## src/mrrc_pkg.sv

```systemverilog
// ----------------------------------------------------------------------------
// mrrc_pkg: shared types and constants of the Modbus RTU response checker
// Holds the result record passed between the stages, status codes and the
// byte-wise reflected CRC-16 update.
// ----------------------------------------------------------------------------
package mrrc_pkg;

	// CRC-16 (Modbus) constants
	localparam logic [15:0] CRC_INIT = 16'hFFFF;
	localparam logic [15:0] CRC_POLY = 16'hA001;

	// expected function code after reset
	localparam logic [7:0] EXP_FUNC_RST = 8'd3;

	// frame status codes
	localparam logic [1:0] ST_OK    = 2'd0;
	localparam logic [1:0] ST_CRC   = 2'd1;
	localparam logic [1:0] ST_FUNC  = 2'd2;
	localparam logic [1:0] ST_SHORT = 2'd3;

	// result queue depth and pointer width
	localparam int QDEPTH = 2;
	localparam int QPW    = 1;

	// one result item
	typedef struct packed {
		logic       payload_valid;
		logic [7:0] payload_byte;
		logic       frame_done;
		logic [1:0] frame_status;
		logic [7:0] byte_count;
	} mrrc_result_t;

	// fold one byte into the reflected CRC, LSB first
	function automatic logic [15:0] crc16_byte(input logic [15:0] crc, input logic [7:0] b);
		logic [15:0] c;
		c = crc ^ {8'h00, b};
		for (int k = 0; k < 8; k++) begin
			if (c[0]) begin
				c = (c >> 1) ^ CRC_POLY;
			end else begin
				c = c >> 1;
			end
		end
		return c;
	endfunction

endpackage

```

## src/mrrc_front.sv

```systemverilog
// ----------------------------------------------------------------------------
// mrrc_front: frame tracking, CRC and classification
// Accepts received bytes, keeps the frame position, delay line and CRC, and
// forms a result record for each byte that yields payload or ends a frame.
// ----------------------------------------------------------------------------
module mrrc_front import mrrc_pkg::*; #(
	parameter int MAX_FRAME = 256
) (
	input  logic         clk,
	input  logic         arst_n,
	input  logic         cfg_we,
	input  logic [7:0]   cfg_wdata,
	input  logic         in_valid,
	output logic         in_ready,
	input  logic [7:0]   rx_byte,
	input  logic         end_of_frame,
	input  logic         q_full,
	output logic         q_push,
	output mrrc_result_t q_data
);

	localparam int PW   = $clog2(MAX_FRAME + 1);
	localparam int CMPW = PW + 8;

	logic [7:0]    exp_func_q;
	logic          started_q;
	logic [PW-1:0] frame_pos_q;
	logic [15:0]   crc_q;
	logic [7:0]    tail0_q;
	logic [7:0]    tail1_q;
	logic [7:0]    count_q;
	logic [7:0]    func_q;

	logic          accept;
	logic          keep;
	logic          past2;
	logic          in_range;
	logic [PW-1:0] pos_rel;
	logic [15:0]   crc_next;
	logic [7:0]    count_next;
	logic          pv;
	logic [1:0]    status;

	assign in_ready = !q_full;
	assign accept   = in_valid && in_ready;

	// classify the incoming byte
	always_comb begin
		keep      = started_q || (rx_byte != 8'd0);
		past2     = (frame_pos_q >= PW'(2));
		crc_next  = past2 ? crc16_byte(crc_q, tail1_q) : crc_q;
		pos_rel   = frame_pos_q - PW'(5);
		in_range  = (frame_pos_q < PW'(MAX_FRAME)) && (frame_pos_q >= PW'(5)) &&
			(CMPW'(pos_rel) < CMPW'(count_q));
		pv        = keep && in_range;
		count_next = (keep && frame_pos_q == PW'(2)) ? rx_byte : count_q;
		if (!keep || frame_pos_q < PW'(3)) begin
			status = ST_SHORT;
		end else if (tail0_q != crc_next[7:0] || rx_byte != crc_next[15:8]) begin
			status = ST_CRC;
		end else if (func_q != exp_func_q) begin
			status = ST_FUNC;
		end else begin
			status = ST_OK;
		end
	end

	// build the result record
	always_comb begin
		q_push                = accept && (pv || end_of_frame);
		q_data.payload_valid  = pv;
		q_data.payload_byte   = pv ? tail1_q : 8'd0;
		q_data.frame_done     = end_of_frame;
		q_data.frame_status   = end_of_frame ? status : ST_OK;
		q_data.byte_count     = count_next;
	end

	// hold the expected function code
	always_ff @(posedge clk or negedge arst_n) begin
		if (!arst_n) begin
			exp_func_q <= EXP_FUNC_RST;
		end else if (cfg_we) begin
			exp_func_q <= cfg_wdata;
		end
	end

	// advance frame state; clear at frame end
	always_ff @(posedge clk or negedge arst_n) begin
		if (!arst_n) begin
			started_q   <= 1'b0;
			frame_pos_q <= '0;
			crc_q       <= CRC_INIT;
			tail0_q     <= 8'd0;
			tail1_q     <= 8'd0;
			count_q     <= 8'd0;
			func_q      <= 8'd0;
		end else if (accept) begin
			if (end_of_frame) begin
				started_q   <= 1'b0;
				frame_pos_q <= '0;
				crc_q       <= CRC_INIT;
				tail0_q     <= 8'd0;
				tail1_q     <= 8'd0;
				count_q     <= 8'd0;
				func_q      <= 8'd0;
			end else begin
				started_q <= 1'b1;
				if (keep) begin
					crc_q   <= crc_next;
					tail1_q <= tail0_q;
					tail0_q <= rx_byte;
					count_q <= count_next;
					if (frame_pos_q == PW'(1)) begin
						func_q <= rx_byte;
					end
					if (frame_pos_q < PW'(MAX_FRAME)) begin
						frame_pos_q <= frame_pos_q + PW'(1);
					end
				end
			end
		end
	end

	// every frame end yields a result
	a_eof_push: assert property (@(posedge clk) disable iff (!arst_n)
		(accept && end_of_frame) |-> q_push)
		else $error("frame end without result");

	// status is only reported with frame end
	a_status_done: assert property (@(posedge clk) disable iff (!arst_n)
		(q_push && q_data.frame_status != ST_OK) |-> q_data.frame_done)
		else $error("status without frame end");

	// position never passes its ceiling
	a_pos_max: assert property (@(posedge clk) disable iff (!arst_n)
		frame_pos_q <= PW'(MAX_FRAME))
		else $error("frame position overrun");

endmodule

```

## src/mrrc_queue.sv

```systemverilog
// ----------------------------------------------------------------------------
// mrrc_queue: result queue between front and back
// Two-entry register queue so that either side may stall on its own.
// ----------------------------------------------------------------------------
module mrrc_queue import mrrc_pkg::*; (
	input  logic         clk,
	input  logic         arst_n,
	input  logic         push,
	input  mrrc_result_t wr_data,
	output logic         full,
	input  logic         pop,
	output logic         not_empty,
	output mrrc_result_t rd_data
);

	mrrc_result_t   mem_q [QDEPTH];
	logic [QPW-1:0] wr_ptr_q;
	logic [QPW-1:0] rd_ptr_q;
	logic [QPW:0]   count_q;
	logic           do_push;
	logic           do_pop;

	assign full      = (count_q == (QPW+1)'(QDEPTH));
	assign not_empty = (count_q != '0);
	assign do_push   = push && !full;
	assign do_pop    = pop && not_empty;
	assign rd_data   = mem_q[rd_ptr_q];

	// store the written entry
	always_ff @(posedge clk) begin
		if (do_push) begin
			mem_q[wr_ptr_q] <= wr_data;
		end
	end

	// advance pointers and fill level
	always_ff @(posedge clk or negedge arst_n) begin
		if (!arst_n) begin
			wr_ptr_q <= '0;
			rd_ptr_q <= '0;
			count_q  <= '0;
		end else begin
			if (do_push) begin
				wr_ptr_q <= wr_ptr_q + QPW'(1);
			end
			if (do_pop) begin
				rd_ptr_q <= rd_ptr_q + QPW'(1);
			end
			if (do_push && !do_pop) begin
				count_q <= count_q + (QPW+1)'(1);
			end else if (do_pop && !do_push) begin
				count_q <= count_q - (QPW+1)'(1);
			end
		end
	end

	// fill level stays within depth
	a_level: assert property (@(posedge clk) disable iff (!arst_n)
		count_q <= (QPW+1)'(QDEPTH))
		else $error("queue level out of range");

	// a push never meets a full queue
	a_no_drop: assert property (@(posedge clk) disable iff (!arst_n)
		push |-> !full)
		else $error("push into full queue");

	// level tracks a lone push
	a_inc: assert property (@(posedge clk) disable iff (!arst_n)
		(do_push && !do_pop) |=> count_q == $past(count_q) + (QPW+1)'(1))
		else $error("queue level not advanced");

endmodule

```

## src/mrrc_back.sv

```systemverilog
// ----------------------------------------------------------------------------
// mrrc_back: result output stage
// Pulls results from the queue into an output register and presents them on
// the master stream.
// ----------------------------------------------------------------------------
module mrrc_back import mrrc_pkg::*; (
	input  logic         clk,
	input  logic         arst_n,
	input  logic         q_not_empty,
	input  mrrc_result_t q_data,
	output logic         q_pop,
	output logic         out_valid,
	input  logic         out_ready,
	output mrrc_result_t out_data
);

	logic         valid_q;
	mrrc_result_t res_q;

	assign q_pop     = q_not_empty && (!valid_q || out_ready);
	assign out_valid = valid_q;
	assign out_data  = res_q;

	// hold the valid flag until the beat is taken
	always_ff @(posedge clk or negedge arst_n) begin
		if (!arst_n) begin
			valid_q <= 1'b0;
		end else if (!valid_q || out_ready) begin
			valid_q <= q_not_empty;
		end
	end

	// load the next result
	always_ff @(posedge clk) begin
		if (q_pop) begin
			res_q <= q_data;
		end
	end

	// held beat stays put while stalled
	a_hold: assert property (@(posedge clk) disable iff (!arst_n)
		(valid_q && !out_ready) |=> (valid_q && res_q == $past(res_q)))
		else $error("output beat changed under stall");

	// every shown beat is payload or frame end
	a_kind: assert property (@(posedge clk) disable iff (!arst_n)
		valid_q |-> (res_q.payload_valid || res_q.frame_done))
		else $error("empty result shown");

	// a waiting result is loaded when the register frees up
	a_load: assert property (@(posedge clk) disable iff (!arst_n)
		(q_not_empty && (!valid_q || out_ready)) |=> valid_q)
		else $error("queued result not loaded");

endmodule

```

## src/modbus_rtu_response_checker_top.sv

```systemverilog
// ----------------------------------------------------------------------------
// modbus_rtu_response_checker_top: Modbus RTU response CRC and header check
// Checks one received response frame per run of bytes and forwards payload.
//
//   channel  dir  beat contents
//   s_*      in   tdata[7:0] rx_byte; tlast end_of_frame
//   m_*      out  tdata[7:0] payload_byte, [9:8] frame_status,
//                 [17:10] byte_count; tuser payload_valid; tlast frame_done
//   cfg_*    in   cfg_wdata expected_function, written when cfg_we is high
//
// One byte is taken per cycle while the queue is not full; the byte CRC is
// combinational XOR logic in the front; results reach m_tdata via the queue, then the output register.
// s_tready drops only while the two-entry result queue is full.
// arst_n clears frame state and sets the expected function code to 3.
// ----------------------------------------------------------------------------
module modbus_rtu_response_checker_top import mrrc_pkg::*; #(
	parameter int MAX_FRAME = 256
) (
	input  logic        clk,
	input  logic        arst_n,
	input  logic        cfg_we,
	input  logic [7:0]  cfg_wdata,
	input  logic        s_tvalid,
	output logic        s_tready,
	input  logic [7:0]  s_tdata,   // [7:0] rx_byte
	input  logic        s_tlast,
	output logic        m_tvalid,
	input  logic        m_tready,
	output logic [23:0] m_tdata,   // [7:0] payload_byte, [9:8] frame_status,
	                               // [17:10] byte_count, [23:18] zero
	output logic        m_tuser,   // [0] payload_valid
	output logic        m_tlast
);

	logic         q_full;
	logic         q_push;
	mrrc_result_t q_wr;
	logic         q_pop;
	logic         q_not_empty;
	mrrc_result_t q_rd;
	mrrc_result_t res;

	mrrc_front #(
		.MAX_FRAME(MAX_FRAME)
	) u_front (
		.clk          (clk),
		.arst_n       (arst_n),
		.cfg_we       (cfg_we),
		.cfg_wdata    (cfg_wdata),
		.in_valid     (s_tvalid),
		.in_ready     (s_tready),
		.rx_byte      (s_tdata),
		.end_of_frame (s_tlast),
		.q_full       (q_full),
		.q_push       (q_push),
		.q_data       (q_wr)
	);

	mrrc_queue u_queue (
		.clk       (clk),
		.arst_n    (arst_n),
		.push      (q_push),
		.wr_data   (q_wr),
		.full      (q_full),
		.pop       (q_pop),
		.not_empty (q_not_empty),
		.rd_data   (q_rd)
	);

	mrrc_back u_back (
		.clk         (clk),
		.arst_n      (arst_n),
		.q_not_empty (q_not_empty),
		.q_data      (q_rd),
		.q_pop       (q_pop),
		.out_valid   (m_tvalid),
		.out_ready   (m_tready),
		.out_data    (res)
	);

	// pack the result beat
	assign m_tdata = {6'd0, res.byte_count, res.frame_status, res.payload_byte};
	assign m_tuser = res.payload_valid;
	assign m_tlast = res.frame_done;

endmodule
```

## config.mk

```make
export PLATFORM = sky130hd
export DESIGN_NAME = modbus_rtu_response_checker_top
export DESIGN_NICKNAME = d
export VERILOG_FILES = /design/src/mrrc_pkg.sv /design/src/mrrc_front.sv /design/src/mrrc_queue.sv /design/src/mrrc_back.sv /design/src/modbus_rtu_response_checker_top.sv
export SDC_FILE = /design/constraint.sdc
export NUM_CORES = 1
export LEC_CHECK = 0
export BUFFER_PORTS_ARGS = -buffer_cell sky130_fd_sc_hd__clkbuf_2
export CAP_MARGIN = 5
export CORE_ASPECT_RATIO = 0.7
export CORE_MARGIN = 4
export CORE_UTILIZATION = 30
export DETAILED_ROUTE_END_ITERATION = 7
export SYNTH_ARGS = -nofsm -noshare
export SYNTH_HDL_FRONTEND = slang
export SYNTH_SLANG_ARGS = --single-unit
```

## constraint.sdc

```tcl
create_clock -name clk -period 5 [get_ports clk]
set_input_delay 0.25 -clock clk [delete_from_list [all_inputs] [get_ports clk]]
set_output_delay 0.25 -clock clk [all_outputs]
set_load 0.02 [all_outputs]
```

* Word-level counts from Yosys, hierarchy flattened
Memories as Yosys holds them, arrays and structs flattened. A register that Yosys moved wholly into a read port is not among the register bits. Cells that the tools add are included. W data, S select, Z words.
Storage, ports and cells: word-level logic and storage cells 103, output and inout bits 28, register bits 71, bits of input ports 22, bits in writable memories 40, memories kept 1
Cells by class: muxes and demuxes 34, bitwise logic cells 9, magnitude comparators 5, add/subtract/negate cells 6, eq/ne operators 6, reduce and logical (&&, ||, !) cells 30
Memories:
- u_queue.mem_q | words 2, width 20, read ports 1, clocked after Yosys merged registers in 1, write ports 1, line mrrc_queue.sv:16 | mrrc_result_t mem_q [QDEPTH];
Operators with widths (count):
- $mux W16 | 11
- $mux W8 | 11
- $mux W9 | 3
- $ne A8 B8 Y1 | 3
- $not A2 Y3 | 8
- $xor A16 B8 Y16 | 1
- $mux W2 | 6
- $logic_and A1 B1 Y1 | 11
- $reduce_bool A2 Y1 | 5
- $add A9 B1 Y9 const B | 1
- $eq A9 B1 Y1 const B | 1
- $eq A9 B2 Y1 const B | 1
- $ge A9 B2 Y1 const B | 1
- $ge A9 B3 Y1 const B | 1
- $lt A9 B2 Y1 const B | 1
- $lt A9 B8 Y1 | 1
- $lt A9 B9 Y1 const B | 1
- $sub A9 B3 Y9 const B | 1
- $reduce_bool A8 Y1 | 1
- $reduce_and A3 Y1 | 2
- $logic_not A1 Y1 | 5
- $logic_or A1 B1 Y1 | 5
- $mux W1 | 3
- $add A1 B1 Y1 const B | 2
- other kinds (4) | 4

* Logic depth before layout (Yosys ltp)
Gate-level depths: netlist of run 1.
word-level depth 23, depth in mapped cells 17, mapped depth without buffers 16

* Modules after synthesis
Synthesis of run 1 repeated with hierarchy kept, for this count alone.
Second synthesis, totals: cells, all modules 479, area, all modules 6253.5 sq um
Modules (own cells, without submodules):
- mrrc_front | cells each 367, seq. area each 1674.1 sq um, area an instance 3832.4 sq um, times used 1
- mrrc_queue | cells each 81, seq. area each 1301.2 sq um, area an instance 1727.9 sq um, times used 1
- mrrc_back | cells each 24, seq. area each 625.6 sq um, area an instance 644.4 sq um, times used 1
- modbus_rtu_response_checker_top | cells each 7, seq. area each 0.0 sq um, area an instance 48.8 sq um, times used 1

* Least setup slack after synthesis of run 1
Ideal clock, no wire load.
path type flip-flop to flip-flop, start point register u_front.frame_pos_q[1], end point register u_queue.count_q[1], setup slack 1.934 ns, data arrival time 2.941 ns, period minus slack after synthesis 3.066 ns, required time 4.875 ns, cell stages (with the launch flop) 18, path buffers 1, library setup time 0.125 ns, cell sequence dfrtp_1 inv_1 ha_1 inv_1 ha_1 a21boi_0 o21a_1 o21a_1 o21a_1 o21ai_0 a21oi_1 nor2b_1 clkbuf_1 o21a_1 ha_1 xor2_1 nor2_1 xor2_1
RTL lines:
- start: declaration | line mrrc_front.sv:27 | logic [PW-1:0] frame_pos_q;
- start signal: assignment | line mrrc_front.sv:117 | frame_pos_q <= frame_pos_q + PW'(1);
- end signal: assignment | line mrrc_queue.sv:50 | count_q <= count_q + (QPW+1)'(1);
- end signal: assignment | line mrrc_queue.sv:52 | count_q <= count_q - (QPW+1)'(1);
- end: declaration | line mrrc_queue.sv:19 | logic [QPW:0] count_q;

* Worst setup path in the final report of run 1
start point register u_front.frame_pos_q[1], end point memory u_queue.mem_q[0][12] (netlist bit) (enable)
Between the ends: word-level cells in the longest chain between the ends 9, elaborated cells on any way between the ends 12, those cells by class add/sub: 1; order compare: 3; mux: 2; reduce/logical: 6
RTL lines:
- $sub A9 B3 Y9 (tied with other cells) | line mrrc_front.sv:52 | pos_rel = frame_pos_q - PW'(5);
- $lt A9 B8 Y1 / $logic_and A1 B1 Y1 (equally long branches) | line mrrc_front.sv:54, mrrc_front.sv:53
- $logic_and A1 B1 Y1 (*) | line mrrc_front.sv:53 | in_range = (frame_pos_q < PW'(MAX_FRAME)) && (frame_pos_q >= PW'(5)) &&
- $logic_and A1 B1 Y1 (*) | line mrrc_front.sv:55 | pv = keep && in_range;
- $logic_or A1 B1 Y1 (*) | line mrrc_front.sv:70 | q_push = accept && (pv || end_of_frame);
- $logic_and A1 B1 Y1 (*) | line mrrc_front.sv:70
- $logic_and A1 B1 Y1 (*) | line mrrc_queue.sv:25 | assign do_push = push && !full;
- $mux W1 (*) | line mrrc_queue.sv:31 | if (do_push) begin
- $mux W1 (not written as such) (*) | line mrrc_queue.sv:32 | mem_q[wr_ptr_q] <= wr_data;
- end: declaration | line mrrc_queue.sv:16
Every way passes the cells marked *; elsewhere a longest branch is shown, timed or not.

==> results of run 1 <==
-- layout by cell type (no fill, tap or decap), types with 4 or more instances in the layout --
| cell | count |
|---|---|
| nor2_1 | 37 |
| a21oi_1 | 15 |
| conb_1 | 6 |
| and3_1 | 5 |
| nand2_1 | 31 |
| dfstp_2 | 18 |
| nand4_1 | 4 |
| inv_6 | 4 |
| mux2_2 | 29 |
| clkbuf_2 | 42 |
| o21ai_1 | 5 |
| xnor2_2 | 8 |
| xor2_1 | 20 |
| nor3_1 | 7 |
| mux2_1 | 6 |
| a22o_1 | 23 |
| dfrtp_1 | 53 |
| edfxtp_1 | 60 |
| o21a_1 | 5 |
| inv_1 | 20 |
| o22a_1 | 7 |
| nand3_1 | 9 |
| clkbuf_16 | 17 |
| o21ai_0 | 22 |
| ha_1 | 11 |
| mux2i_1 | 5 |
| and2_1 | 10 |
| xnor2_1 | 26 |
-- critical path, stage by stage, from the launching register on --
cell and delay [ns]:
dfrtp_1 0.50, inv_1 0.15, ha_1 0.29, inv_1 0.05, ha_1 0.26, a21boi_0 0.12, o21a_1 0.19, o21a_1 0.16
o21a_1 0.16, o21ai_0 0.15, a21oi_1 0.10, nor2b_1 0.57, o211a_1 0.74
-- power groups by stage --
| stage | combinational, mW | sequential [mW] | clock [mW] |
|---|---|---|---|
| CTS | 1.83 | 1.77 | 1.30 |
| global placement | 1.77 | 1.77 | 0 |
| finish | 1.82 | 1.77 | 1.28 |
| floorplan | 1.38 | 1.77 | 0 |
| global route | 1.98 | 1.81 | 1.35 |
| detailed placement | 1.81 | 1.78 | 0 |
-- logic make-up (layout without fill, tap and decap cells) --
| kind of cell | Yosys count | count (layout) |
|---|---|---|
| compound gates | 100 | 100 |
| xor+xnor | 62 | 62 |
| fa+ha+maj | 11 | 11 |
| buf+inv | 48 | 98 |
| flops | 131 | 131 |
| mux | 40 | 40 |
| other cells | 1 | 6 |
| simple gates | 122 | 122 |
-- state kept, by name, indices dropped and copies added, names as in the netlist --
| register | flops |
|---|---|
| u_queue.mem_q | 40 |
| u_back.out_valid | 1 |
| u_queue.wr_ptr_q | 1 |
| u_front.count_q | 8 |
| u_front.func_q | 8 |
| u_front.exp_func_q | 8 |
| u_front.tail0_q | 8 |
| u_front.tail1_q | 8 |
| u_front.frame_pos_q | 9 |
| u_front.started_q | 1 |
| u_queue.rd_ptr_q | 1 |
| u_front.crc_q | 16 |
| u_queue.count_q | 2 |
| u_back.out_data | 20 |
-- layout make-up --
cell class	instances	area (µm²)	share of cell area
Clock buffer	18	439.2	0.05829
Clock inverter	14	166.4	0.02209
Inverter	20	75.07	0.009963
Multi-Input combinational cell	341	2670	0.3544
Sequential cell	131	3601	0.4779
Tap cell	276	345.3	0.04583
Timing Repair Buffer	46	237.7	0.03155
-- final timing paths --
kind / to / cells past startpoint / slack, ns
min reg2reg: u_front.func_q[3] / 2 / 0.50
min in group clk: u_front.exp_func_q[6] / 2 / 0.08
max reg2reg: u_queue.mem_q[0][12] / 12 / 1.18
max in group asynchronous: u_front.count_q[6] / 2 / 4.30
min: u_front.tail0_q[7] / 2 / 0.07
max: u_queue.mem_q[0][12] / 12 / 1.18
-- layer usage --
layer	GRT usage	share of wire	up-vias
met3	0.03016	0.067	13
met5	0	0	-
met4	0.03196	0.0072	0
met1	0.1901	0.50	1997
li1	-	-	1933
met2	0.1753	0.42	132
==> impl_metrics.yaml, run 1 <==
pwr:
  p_int_mw: 3.076
  p_total_mw: 4.872
  switching_share: 0.3687
  powerDensity_mw_per_mm2: 646.6
  peakVddDrop_uv: 430.3
  p_clk_frac: 0.263
  seq_power_share: 0.363
  combPwrFrac: 0.374
  p_sw_mw: 1.796
  p_leak_nw: 3.101
floorplanning:
  ios: 50
  start_util: 0.3088
  die_y_um: 130.9
  rows: 44
  dieArea_mm2: 0.02404
  core-area_mm2: 0.02098
  die_w_um: 183.6
sta:
  setup_viol_count_final: 0
  fin_crit_sh: 0.7639
  period_needed_ns: 3.819
  skew_ns: 0.01198
  maxSlewViolCount: 0
  finalSetupTns_ns: 0
  setup_slack_ns: 1.181
  rsz0062_at_grt: "false"
  hold_viol: 0
  fmax_mhz: 261.8
  tightest_slew_ns: 1.009
  relSlewSlack: 0.3226
  hold_slack_ns: 0.07127
logic_synthesis:
  netlist_top_cells_count: "60 x edfxtp_1, 53 x dfrtp_1, 37 x nor2_1, 31 x nand2_1, 29 x mux2_2"
  yosys_warnings: 0
  synth_top_area_cell: "edfxtp_1"
  synth_ff_type: "edfxtp_1"
  synth_area_per_cell_um2: 12.58
  ys_seq_area_frac: 0.5560
  synth_top_area_share: 0.2782
  synth_area_mm2: 0.006476
  synth_adder_area_share: 0.02125
  synth_compound_area_frac: 0.1107
  yosys-top-cells-area: "edfxtp_1 28%, dfrtp_1 20%, dfstp_2 7.3%"
  yosysUniqueCellTypes: 62
  synth_edf_count: 60
  syn_inst: 515
  synth_seq_cells: 131
  yosysMostFrequentCell: "edfxtp_1"
  synth_top_family_by_area: "XOR/XNOR gates"
  synth-xor-area-share: 0.1121
  synth-simple-area-share: 0.09621
  muxShareOfSynthArea: 0.06859
  async_reset_ff_frac: 0.5420
cts:
  cts_sinks: 131
  cts_root_buf: "clkbuf_16"
  cts.repair.resized: 0
  clock_latency_ns: 0.41
  clk_pin_slew_ns: 0.06
  cts_buffer_depth: 2
  cts_tree: "done"
  postCtsSetupRepairBufs: 0
  cts_max_level: 4
  hold_buffers: 0
  cts_buffers: 17
detailed_routing:
  via_per_inst: 4.817
  wl_per_cell_um: 17.23
  dr.pass1.iters: 5
  drc: 0
  via_count: 4075
  drt_iter0_drc: 355
  ant_nets: 0
  routed_wl_um: 14580
layout:
  utilization: 0.3592
  drive_above_1_share: 0.2544
  syn_to_final_growth_pct: 16.34
  stdcell_count: 846
  nNetsFinal: 590
  diodes: 0
  final_cell_area_mm2: 0.007535
  n_fill_cell: 2042
worst_setup_path:
  worstReg2RegStart: "u_front.frame_pos_q[1]"
  worstPathMaxFanout: 20
  required_ns: 5.03
  end_kind: "register"
  start_kind: "register"
  path_class: "register to register"
  crit_arrival_ns: 3.85
  setup.worst_path.start: "u_front.frame_pos_q[1]"
place:
  place_congestion: 0.8347
  dp_hpwl_um: 10120
  dpl_cell_area_mm2: 0.006929
  dpl.cell_count: 814
  pre_cts_ws_ns: 1.152
  io_buffers: 43
status:
  outcome: "complete, no violations"
global_routing:
  grt_pass1_vias: 4056
  track_usage: 0.1242
  grt_pass1_wl_um: 22980
  antenna_found_initial: 0
  grt_max_degree: 72
  overflow: 0
hold_path:
  hp-class: "input port to async pin"
job:
  maxCapViolCount: 0
Note: power is estimated with default switching activity, not from simulation.
==> inputs of run 2 (changes only) <==
Clock period 5 ns to 3.15 ns, I/O delays scaled along.
==> run 2 against run 1 <==
Sequential share of layout area decreased by 1.7 points. Fmax up 30%. Count of clock-buffer cells in the layout is 1 lower. Die area unchanged. Routed wire length up 5.2%. First-iteration DRC count grew 0.28%. Critical path depth is 4 lower. Register-to-register slack worse by 0.96 ns. Cell count up 2.8%. Sequential power increased by 57%.
==> impl_metrics.yaml, run 2 (synthesis results as in run 1) <==
global_routing:
  track_usage: 0.1344
  overflow: 0
  grt_max_degree: 27
  grt_pass1_wl_um: 24570
  antenna_found_initial: 0
  grt_pass1_vias: 4242
cts:
  cts_buffers: 17
  cts_sinks: 131
  cts_tree: "done"
  cts_max_level: 4
  clk_pin_slew_ns: 0.06
  cts_root_buf: "clkbuf_16"
  cts_buffer_depth: 2
  clock_latency_ns: 0.42
worst_setup_path:
  crit_slowest_cell: "dfstp_2"
  slowest_delay_ns: 0.60
  path_class: "register to register"
  worstPathMaxFanout: 6
  path_cells: "xor2_4, xnor2_1, xnor3_1, a211oi_1, o32a_1, o311a_1, nand4_1, o21a_1"
  path_buf_inv: 0
  end_kind: "register"
  required_ns: 3.32
  crit_arrival_ns: 3.10
  start_kind: "register"
  crit_family: "XOR/XNOR gates"
pwr:
  p_total_mw: 8.008
  peakVddDrop_uv: 400.0
  powerDensity_mw_per_mm2: 1024
  p_leak_nw: 3.248
layout:
  final_cell_area_mm2: 0.007820
  layout_common_cells: "60 x edfxtp_1, 53 x dfrtp_1, 42 x clkbuf_2"
  syn_to_final_growth_pct: 20.75
  largest_register: "u_queue.mem_q"
  diodes: 0
  largest_reg_flops: 40
  drive_above_1_share: 0.2710
  layout_commonest_cell: "edfxtp_1"
  utilization: 0.3728
  nNetsFinal: 614
hold_path:
  hp-class: "input port to register"
sta:
  fin_crit_sh: 0.9312
  relSlewSlack: 0.2849
  tightest_slew_ns: 1.065
  fmax_mhz: 340.9
  finalSetupTns_ns: 0
  hold_viol: 0
  skew_ns: 0.01502
  setup_viol_count_final: 0
  rsz0062_at_grt: "true"
  period_needed_ns: 2.933
  maxSlewViolCount: 0
status:
  outcome: "complete, no violations"
detailed_routing:
  routed_wl_um: 15340
  drc: 0
  dr.pass1.iters: 5
  ant_nets: 0
  via_per_inst: 4.838
  drt_iter0_drc: 356
  wl_per_cell_um: 17.63
  via_count: 4209
floorplanning:
  rows: 44
  die_y_um: 130.9
  start_util: 0.3088
  core-area_mm2: 0.02098
  die_w_um: 183.6
  ios: 50
  dieArea_mm2: 0.02404
place:
  dpl_cell_area_mm2: 0.007059
  dp_hpwl_um: 10820
  io_buffers: 43
  place_congestion: 0.8484
job:
  maxCapViolCount: 0
==> run 2: changes by cell type in the layout (fill, tap and decap cells not counted), moves of 2 or more <==
cell and change:
buf_12 +2, clkinvlp_4 -2, buf_4 +13, bufinv_16 +2
inv_6 -2, dlygate4sd3_1 +9
==> run 2: power breakdown <==
| part | total, mW | switching [mW] | leakage, nW | internal, mW |
|---|---|---|---|---|
| clock network | 2.16 | 0.808 | 0.320 | 1.35 |
| logic | 3.07 | 1.68 | 1.48 | 1.39 |
| registers | 2.78 | 0.397 | 1.45 | 2.38 |
| total | 8.01 | 2.88 | 3.25 | 5.13 |
==> run 2: path summary, 6_finish.rpt <==
kind / from / to / slack (ns) / depth (start not counted)
setup / recovery: u_front.crc_q[6] / u_queue.mem_q[1][8] / 0.22 / 8
hold reg to reg: u_front.func_q[6] / u_front.func_q[6] / 0.51 / 2
min in group asynchronous: arst_n / u_front.frame_pos_q[3] / 0.30 / 2
setup reg to reg: u_front.crc_q[6] / u_queue.mem_q[1][8] / 0.22 / 8
hold / removal: m_tready / u_back.out_valid / 0.02 / 3
max in group asynchronous: arst_n / u_front.exp_func_q[0] / 2.02 / 3
==> run 2: layout make-up <==
type	instances	area, µm²
sequential	131	3601
multi-input combinational	341	2684
clock inverter	15	224.0
timing repair buffer	70	465.4
tap	276	345.3
clock buffer	17	425.4
fill	2036	13160
inverter	20	75.07
==> run 2: timing repair <==
action,in CTS,in global routing
buffers inserted,0,1
endpoints found under the hold margin,17,0
hold buffers,9,0
gates resized for setup,0,2
setup endpoints to repair,0,30
==> run 2: layer usage <==
layer / routed length [µm] / track usage
met1: 7882 / 0.2008
met2: 6301 / 0.1913
met3: 1031 / 0.03901
met4: 123 / 0.03371
met5: 0 / 0
==> run 2: metrics by stage <==
step,hold slack [ns],setup slack [ns],instances
after floorplan,-0.1381,0.08352,520
after global placement,0.1964,0.2332,828
after detailed placement,0.2232,0.1550,828
after CTS,0.005782,0.1420,869
after global routing,0.06722,-0.02619,870
final,0.02228,0.2166,870
==> run 2: tightest hold or removal path: stages <==
cell and delay (ns):
clkbuf_2 0.08, nand2b_1 0.11, nand2_1 0.05
